File: src/subrm_pkg.sv
package subrm_pkg;

    // widths of the string path
    localparam int PATTERN_MAX = 8;
    localparam int BYTE_W      = 8;
    localparam int PTR_W       = $clog2(PATTERN_MAX);
    localparam int CNT_W       = PTR_W + 1;
    localparam int PAT_W       = PATTERN_MAX * BYTE_W;
    localparam int LEN_W       = 4;
    localparam int ADDR_W      = 4;

    // register map, 8-byte spacing, selected by paddr[3]
    localparam logic REG_PATTERN_BYTES  = 1'b0;
    localparam logic REG_PATTERN_LENGTH = 1'b1;

    // input item kinds
    localparam logic CMD_DATA = 1'b0;
    localparam logic CMD_END  = 1'b1;

    // controller states
    typedef enum logic [2:0] {
        ST_IDLE = 3'b001,
        ST_SCAN = 3'b010,
        ST_END  = 3'b100
    } state_t;

    // controller to datapath
    typedef struct packed {
        logic load;
        logic drop_match;
        logic emit_front;
        logic emit_end;
    } dp_cmd_t;

    // datapath to controller
    typedef struct packed {
        logic empty;
        logic full_match;
        logic prefix_ok;
        logic out_free;
    } dp_status_t;

endpackage

File: src/substring_remover_top.sv
// a data byte is taken while the controller is idle and then decided one step per cycle in
// the scan loop (one drop, emit or hold decision per cycle, an emit waiting while the output
// is stalled); a kept byte is registered in the output register before it appears; no new
// item is taken until the scan loop has returned to idle
// reset: aresetn synchronous active low; clears the held count, controller and output
// valid; pattern registers reset to zero (removal disabled); no clearing pass
module substring_remover_top (
    input  logic                                aclk,
    input  logic                                aresetn,
    // apb configuration port
    input  logic                                psel,
    input  logic                                penable,
    input  logic                                pwrite,
    input  logic [subrm_pkg::ADDR_W-1:0]        paddr,
    input  logic [63:0]                         pwdata,
    output logic [63:0]                         prdata,
    output logic                                pready,
    // input items
    input  logic                                s_tvalid,
    output logic                                s_tready,
    input  logic [7:0]                          s_tdata,   // data_byte
    input  logic                                s_tuser,   // command
    // result items
    output logic                                m_tvalid,
    input  logic                                m_tready,
    output logic [7:0]                          m_tdata,   // out_byte
    output logic                                m_tuser,   // has_byte
    output logic                                m_tlast    // string_end
);

    logic [subrm_pkg::PAT_W-1:0] pattern_bytes_reg;
    logic [subrm_pkg::LEN_W-1:0] pattern_length_reg;
    logic                        cfg_write;
    subrm_pkg::dp_cmd_t          cmd;
    subrm_pkg::dp_status_t       status;

    assign pready    = 1'b1;
    assign cfg_write = psel && penable && pwrite && pready;

    // configuration registers
    always_ff @(posedge aclk) begin
        if (!aresetn) begin
            pattern_bytes_reg  <= '0;
            pattern_length_reg <= '0;
        end else if (cfg_write) begin
            if (paddr[3] == subrm_pkg::REG_PATTERN_BYTES) begin
                pattern_bytes_reg <= pwdata;
            end else begin
                pattern_length_reg <= pwdata[subrm_pkg::LEN_W-1:0];
            end
        end
    end

    // register read back
    always_comb begin
        if (paddr[3] == subrm_pkg::REG_PATTERN_BYTES) begin
            prdata = pattern_bytes_reg;
        end else begin
            prdata = {{(64-subrm_pkg::LEN_W){1'b0}}, pattern_length_reg};
        end
    end

    subrm_ctrl u_ctrl (
        .aclk     (aclk),
        .aresetn  (aresetn),
        .s_tvalid (s_tvalid),
        .s_tuser  (s_tuser),
        .s_tready (s_tready),
        .status   (status),
        .cmd      (cmd)
    );

    subrm_dp u_dp (
        .aclk           (aclk),
        .aresetn        (aresetn),
        .cmd            (cmd),
        .in_byte        (s_tdata),
        .pattern_bytes  (pattern_bytes_reg),
        .pattern_length (pattern_length_reg),
        .status         (status),
        .m_tvalid       (m_tvalid),
        .m_tready       (m_tready),
        .m_tdata        (m_tdata),
        .m_tuser        (m_tuser),
        .m_tlast        (m_tlast)
    );

endmodule

File: src/subrm_dp.sv
module subrm_dp (
    input  logic                                 aclk,
    input  logic                                 aresetn,
    input  subrm_pkg::dp_cmd_t                   cmd,
    input  logic [subrm_pkg::BYTE_W-1:0]         in_byte,
    input  logic [subrm_pkg::PAT_W-1:0]          pattern_bytes,
    input  logic [subrm_pkg::LEN_W-1:0]          pattern_length,
    output subrm_pkg::dp_status_t                status,
    output logic                                 m_tvalid,
    input  logic                                 m_tready,
    output logic [subrm_pkg::BYTE_W-1:0]         m_tdata,   // out_byte
    output logic                                 m_tuser,   // has_byte
    output logic                                 m_tlast    // string_end
);

    logic [subrm_pkg::BYTE_W-1:0] held_reg  [subrm_pkg::PATTERN_MAX];
    logic [subrm_pkg::BYTE_W-1:0] held_next [subrm_pkg::PATTERN_MAX];
    logic [subrm_pkg::CNT_W-1:0]  count_reg, count_next;
    logic [subrm_pkg::CNT_W-1:0]  eff_len;
    logic [subrm_pkg::PATTERN_MAX-1:0] byte_match, len_mask, cnt_mask;
    logic [subrm_pkg::CNT_W-1:0]  src_idx [subrm_pkg::PATTERN_MAX];

    logic                         out_valid_reg, out_valid_next;
    logic [subrm_pkg::BYTE_W-1:0] out_byte_reg, out_byte_next;
    logic                         out_has_reg, out_has_next;
    logic                         out_end_reg, out_end_next;

    // pattern length clipped to the held buffer depth
    always_comb begin
        if (pattern_length > subrm_pkg::LEN_W'(subrm_pkg::PATTERN_MAX)) begin
            eff_len = subrm_pkg::CNT_W'(subrm_pkg::PATTERN_MAX);
        end else begin
            eff_len = subrm_pkg::CNT_W'(pattern_length);
        end
    end

    // per-position compare of held bytes against the pattern
    always_comb begin
        for (int k = 0; k < subrm_pkg::PATTERN_MAX; k++) begin
            byte_match[k] = held_reg[k] == pattern_bytes[k*subrm_pkg::BYTE_W +: subrm_pkg::BYTE_W];
            len_mask[k]   = subrm_pkg::CNT_W'(k) < eff_len;
            cnt_mask[k]   = subrm_pkg::CNT_W'(k) < count_reg;
            src_idx[k]    = subrm_pkg::CNT_W'(k) + eff_len;
        end
    end

    // scan decisions
    assign status.empty      = count_reg == '0;
    assign status.full_match = (eff_len != '0) && (count_reg >= eff_len)
                               && (&(byte_match | ~len_mask));
    assign status.prefix_ok  = (eff_len != '0) && (count_reg < eff_len)
                               && (&(byte_match | ~cnt_mask));
    assign status.out_free   = !out_valid_reg || m_tready;

    // held buffer: append, drop a whole match, or drop the front byte
    always_comb begin
        held_next  = held_reg;
        count_next = count_reg;
        if (cmd.load) begin
            held_next[count_reg[subrm_pkg::PTR_W-1:0]] = in_byte;
            count_next = count_reg + 1'b1;
        end else if (cmd.drop_match) begin
            for (int k = 0; k < subrm_pkg::PATTERN_MAX; k++) begin
                if (!src_idx[k][subrm_pkg::PTR_W]) begin
                    held_next[k] = held_reg[src_idx[k][subrm_pkg::PTR_W-1:0]];
                end
            end
            count_next = count_reg - eff_len;
        end else if (cmd.emit_front) begin
            for (int k = 0; k < subrm_pkg::PATTERN_MAX - 1; k++) begin
                held_next[k] = held_reg[k+1];
            end
            count_next = count_reg - 1'b1;
        end
    end

    // output register
    always_comb begin
        out_valid_next = out_valid_reg;
        out_byte_next  = out_byte_reg;
        out_has_next   = out_has_reg;
        out_end_next   = out_end_reg;
        if (cmd.emit_front) begin
            out_valid_next = 1'b1;
            out_byte_next  = held_reg[0];
            out_has_next   = 1'b1;
            out_end_next   = 1'b0;
        end else if (cmd.emit_end) begin
            out_valid_next = 1'b1;
            out_byte_next  = '0;
            out_has_next   = 1'b0;
            out_end_next   = 1'b1;
        end else if (m_tready) begin
            out_valid_next = 1'b0;
        end
    end

    // control registers
    always_ff @(posedge aclk) begin
        if (!aresetn) begin
            count_reg     <= '0;
            out_valid_reg <= 1'b0;
        end else begin
            count_reg     <= count_next;
            out_valid_reg <= out_valid_next;
        end
    end

    // payload registers
    always_ff @(posedge aclk) begin
        held_reg     <= held_next;
        out_byte_reg <= out_byte_next;
        out_has_reg  <= out_has_next;
        out_end_reg  <= out_end_next;
    end

    assign m_tvalid = out_valid_reg;
    assign m_tdata  = out_byte_reg;
    assign m_tuser  = out_has_reg;
    assign m_tlast  = out_end_reg;

endmodule

File: src/subrm_ctrl.sv
module subrm_ctrl (
    input  logic                   aclk,
    input  logic                   aresetn,
    input  logic                   s_tvalid,
    input  logic                   s_tuser,    // command
    output logic                   s_tready,
    input  subrm_pkg::dp_status_t  status,
    output subrm_pkg::dp_cmd_t     cmd
);

    subrm_pkg::state_t state_reg, state_next;
    logic              at_end_reg, at_end_next;
    logic              accept;

    assign s_tready = state_reg == subrm_pkg::ST_IDLE;
    assign accept   = s_tvalid && s_tready;

    // one scan decision per cycle
    always_comb begin
        state_next     = state_reg;
        at_end_next    = at_end_reg;
        cmd            = '0;
        case (state_reg)
            subrm_pkg::ST_IDLE: begin
                if (accept) begin
                    at_end_next = s_tuser == subrm_pkg::CMD_END;
                    cmd.load    = s_tuser == subrm_pkg::CMD_DATA;
                    state_next  = subrm_pkg::ST_SCAN;
                end
            end
            subrm_pkg::ST_SCAN: begin
                if (status.empty) begin
                    state_next = at_end_reg ? subrm_pkg::ST_END : subrm_pkg::ST_IDLE;
                end else if (status.full_match) begin
                    cmd.drop_match = 1'b1;
                end else if (!at_end_reg && status.prefix_ok) begin
                    state_next = subrm_pkg::ST_IDLE;
                end else if (status.out_free) begin
                    cmd.emit_front = 1'b1;
                end
            end
            subrm_pkg::ST_END: begin
                if (status.out_free) begin
                    cmd.emit_end = 1'b1;
                    state_next   = subrm_pkg::ST_IDLE;
                end
            end
            default: begin
                state_next = subrm_pkg::ST_IDLE;
            end
        endcase
    end

    always_ff @(posedge aclk) begin
        if (!aresetn) begin
            state_reg  <= subrm_pkg::ST_IDLE;
            at_end_reg <= 1'b0;
        end else begin
            state_reg  <= state_next;
            at_end_reg <= at_end_next;
        end
    end

endmodule
File: config.mk
export PLATFORM = sky130hd
export DESIGN_NAME = substring_remover_top
export DESIGN_NICKNAME = d
export VERILOG_FILES = /design/src/subrm_pkg.sv /design/src/substring_remover_top.sv /design/src/subrm_dp.sv /design/src/subrm_ctrl.sv
export SDC_FILE = /design/constraint.sdc
export NUM_CORES = 1
export LEC_CHECK = 0
export CORE_AREA = 2 2 120 168
export DETAILED_ROUTE_END_ITERATION = 10
export DIE_AREA = 0 0 122 170
export DONT_BUFFER_PORTS = 1
export HOLD_SLACK_MARGIN = 0.1
export PLACE_DENSITY = 0.86
export SLEW_MARGIN = 10
export SYNTH_ARGS = -nofsm -noshare
export SYNTH_HDL_FRONTEND = slang
export SYNTH_HIERARCHICAL = 1
export SYNTH_SLANG_ARGS = --single-unit
File: constraint.sdc
create_clock -name aclk -period 7.6 [get_ports aclk]
set_clock_uncertainty 0.15 [all_clocks]
set_input_delay 0.38 -clock aclk [delete_from_list [all_inputs] [get_ports aclk]]
set_output_delay 0.38 -clock aclk [all_outputs]
set_load 0.03 [all_outputs]
==> impl_metrics.json <==
{
  "status": "finished clean",
  "cp.required_ps": 7500,
  "cts-resized-gates": 0,
  "yosys.area_share.adder_pct": 1.61,
  "hold_start": "s_tdata[1]",
  "fill_cells": 1389,
  "dr_wl_met2_mm": 16.5,
  "synth.most_common_cell": "nand2_1",
  "fin_crit_sh_pct": 71.6,
  "clockRootBuffer": "clkbuf_16",
  "dr_wl_met3_mm": 4.10,
  "r2r_end": "u_dp/held_reg[46]",
  "cap_violations": 0,
  "syn_inst": 1215,
  "end_kind": "flip-flop",
  "grt_pass1_wl_mm": 54.3,
  "netlist_area_um2": 11400,
  "final_layout_size_suffix_gt1_share_pct": 8.08,
  "drtIter0Drc": 1208,
  "synthXorXnorAreaFrac_pct": 5.82,
  "viasPerCell": 6.85,
  "synth_top_family_by_area": "multiplexers",
  "tightest_slew_ps": 1220,
  "wl_per_cell_um": 23.9,
  "report.final.hold_viol_count": 0,
  "synthTopCellsByCount": "221 x nand2_1, 157 x mux2i_1, 90 x nor2b_1, 79 x dfxtp_1, 72 x edfxtp_1",
  "p_leak_nw": 4.55,
  "hold_path_end": "u_dp/held_reg[25]",
  "grt_pass1_vias": 9584,
  "io_buffers": 0,
  "slew_headroom_pct": 18.2,
  "ys_seq_elements": 151,
  "cts_tree": "done",
  "maxSlewViolCount": 0,
  "setup_tns_ps": 0,
  "grt_max_degree": 140,
  "diodes": 0,
  "dp_cells": 1377,
  "synth_simple_gate_area_share_pct": 18.3,
  "highest_layer": "met4",
  "worstPathMaxFanout": 66,
  "die-width_um": 122,
  "layoutNonFillerInstCount": 1485,
  "dr.pass1.iters": 8,
  "cts.sinks": 151,
  "ioPinCount": 161,
  "h-tree-depth": 4,
  "ys_async_sr_fraction_pct": 0,
  "placementRows": 60,
  "drt-total-wl_mm": 35.5,
  "place_area_um2": 11200,
  "num_vias": 10200,
  "nets": 1322,
  "synth_area_leaders": "edfxtp_1 19%, dfxtp_1 14%, mux2i_1 14%",
  "min_period_ps": 5440,
  "dieHeight_um": 170,
  "avgSynthCellArea_um2": 9.35,
  "dpl.hpwl_mm": 23.7,
  "min_path_cells": 2,
  "regArea_um2": 3740,
  "grt-ovfl-total": 0,
  "max-vdd-ir-drop_mv": 0.156,
  "synth-seq-area-share_pct": 32.9,
  "multi_input_area_um2": 6990,
  "synth_flop_cell": "dfxtp_1",
  "worstHoldPathType": "input port to flip-flop",
  "synth_edf_count": 72,
  "grtUsageTotal_pct": 34.5,
  "start_util_pct": 59.4,
  "cp.arrival_ps": 5340,
  "cp-start-kind": "flip-flop",
  "ys_warn_count": 6,
  "setup_violations": 0,
  "postRouteAntennaNets": 0,
  "r2r_start": "pattern_length_reg[3]",
  "clockBufferDepth": 2,
  "synth_cell_types": 64,
  "reg2reg_setup_slack_ps": 2160,
  "clk_latency_ps": 430,
  "syn_to_final_growth_pct": 10.5,
  "antenna_found_initial": 0,
  "drc_errors": 0,
  "path_class": "flip-flop to flip-flop",
  "synth_top_area_share_pct": 19.0,
  "post-cts-setup-buffer-count": 0,
  "numCtsBuffers": 17,
  "core_area_um2": 19100,
  "stdcell_area_um2": 12600,
  "rr_worst_depth": 13,
  "synthMuxAreaShare_pct": 20.6,
  "wl_met1_mm": 12.2,
  "rsz0062_at_grt": "no",
  "power_density_nw_per_um2": 170,
  "place_congestion": 0.980,
  "synth_top_area_cell": "edfxtp_1",
  "synth_fp_nets": 1313,
  "startpoint": "pattern_length_reg[3]",
  "die_area_um2": 20700,
  "synth_compound_area_share_pct": 14.9,
  "fmax_ghz": 0.184,
  "clkTransAtPathRegs_ps": 70
}
## worst max path at each step
| stage | slack [ps] | cells past startpoint | to |
|---|---|---|---|
| final | 2160 | 13 | u_dp/held_reg[46] |
| after global routing | 1780 | 13 | u_dp/held_reg[45] |
| after CTS | 2200 | 13 | u_dp/held_reg[43] |
| after detailed placement | 2300 | 13 | u_dp/held_reg[41] |
| after global placement | 2420 | 13 | u_dp/held_reg[41] |
| after floorplan | 3030 | 20 | u_dp/held_reg[16] |
## layout make-up
| cell class | count | share of cell area, % |
|---|---|---|
| multi-input cells | 950 | 55.7 |
| flip-flops and latches | 151 | 29.8 |
| repair buffers | 86 | 6.80 |
| clock buffers | 20 | 3.82 |
| well taps | 248 | 2.47 |
| clock inverters | 12 | 0.877 |
| inverters | 18 | 0.558 |
## timing repair
item / 4_1_cts / 5_1_grt
hold buffers: 76 / 0
hold endpoints to repair: 117 / 0
endpoints found under the setup margin: 0 / 0
## critical path, cell delays in order, from the launching register on
cell and delay (ps):
dfxtp_1 750, nor2b_2 140, inv_4 640, ha_1 280, buf_4 350, nand2_1 110
o21ai_0 110, nand4_1 120, a221oi_1 600, inv_1 160, nor2_4 160, buf_4 520
a21oi_1 150, o21bai_1 780
## cell families after synthesis
family,count (synthesis)
XOR/XNOR,73
AND/OR/NAND/NOR,437
other,1
buffers and inverters,114
flip-flops,151
AO/OA/AOI/OAI,232
multiplexers,193
adder cells (fa/ha/maj),14
## where the power goes
part / internal, W / switching [W] / leakage (nW) / total, W
Clock: 0.000493 / 0.000353 / 0.288 / 0.000846
Combinational: 0.000152 / 0.000188 / 2.95 / 0.000340
Sequential: 0.000888 / 0.0000640 / 1.31 / 0.000952
Total: 0.00153 / 0.000605 / 4.55 / 0.00214
## metrics by stage
stage / hold WS [ps] / setup slack [ps] / power [W] / util [%]
after floorplan: 306 / 3030 / 0.00119 / -
after global placement: 319 / 2420 / 0.00123 / 58.4
after detailed placement: 320 / 2300 / 0.00124 / 58.4
after CTS: 150 / 2200 / 0.00212 / 65.6
after global routing: 158 / 1780 / 0.00220 / 65.6
final: 171 / 2160 / 0.00214 / 65.6
## per-layer routing
metal	global-route usage, %	vias to the layer above
met5	0	-
met4	22.5	0
met3	7.10	160
met2	54.7	754
met1	42.3	4789
li1	-	4463
## placed cells by master, fill, tap and decap left out, types with 35 or more instances in the layout
cell / count
a21o_1: 35
nor2b_1: 88
xnor2_1: 69
dlygate4sd3_1: 75
nand2_1: 221
edfxtp_1: 72
dfxtp_1: 79
nor2_1: 58
mux2i_1: 157
Note: power is estimated with default switching activity, not from simulation.
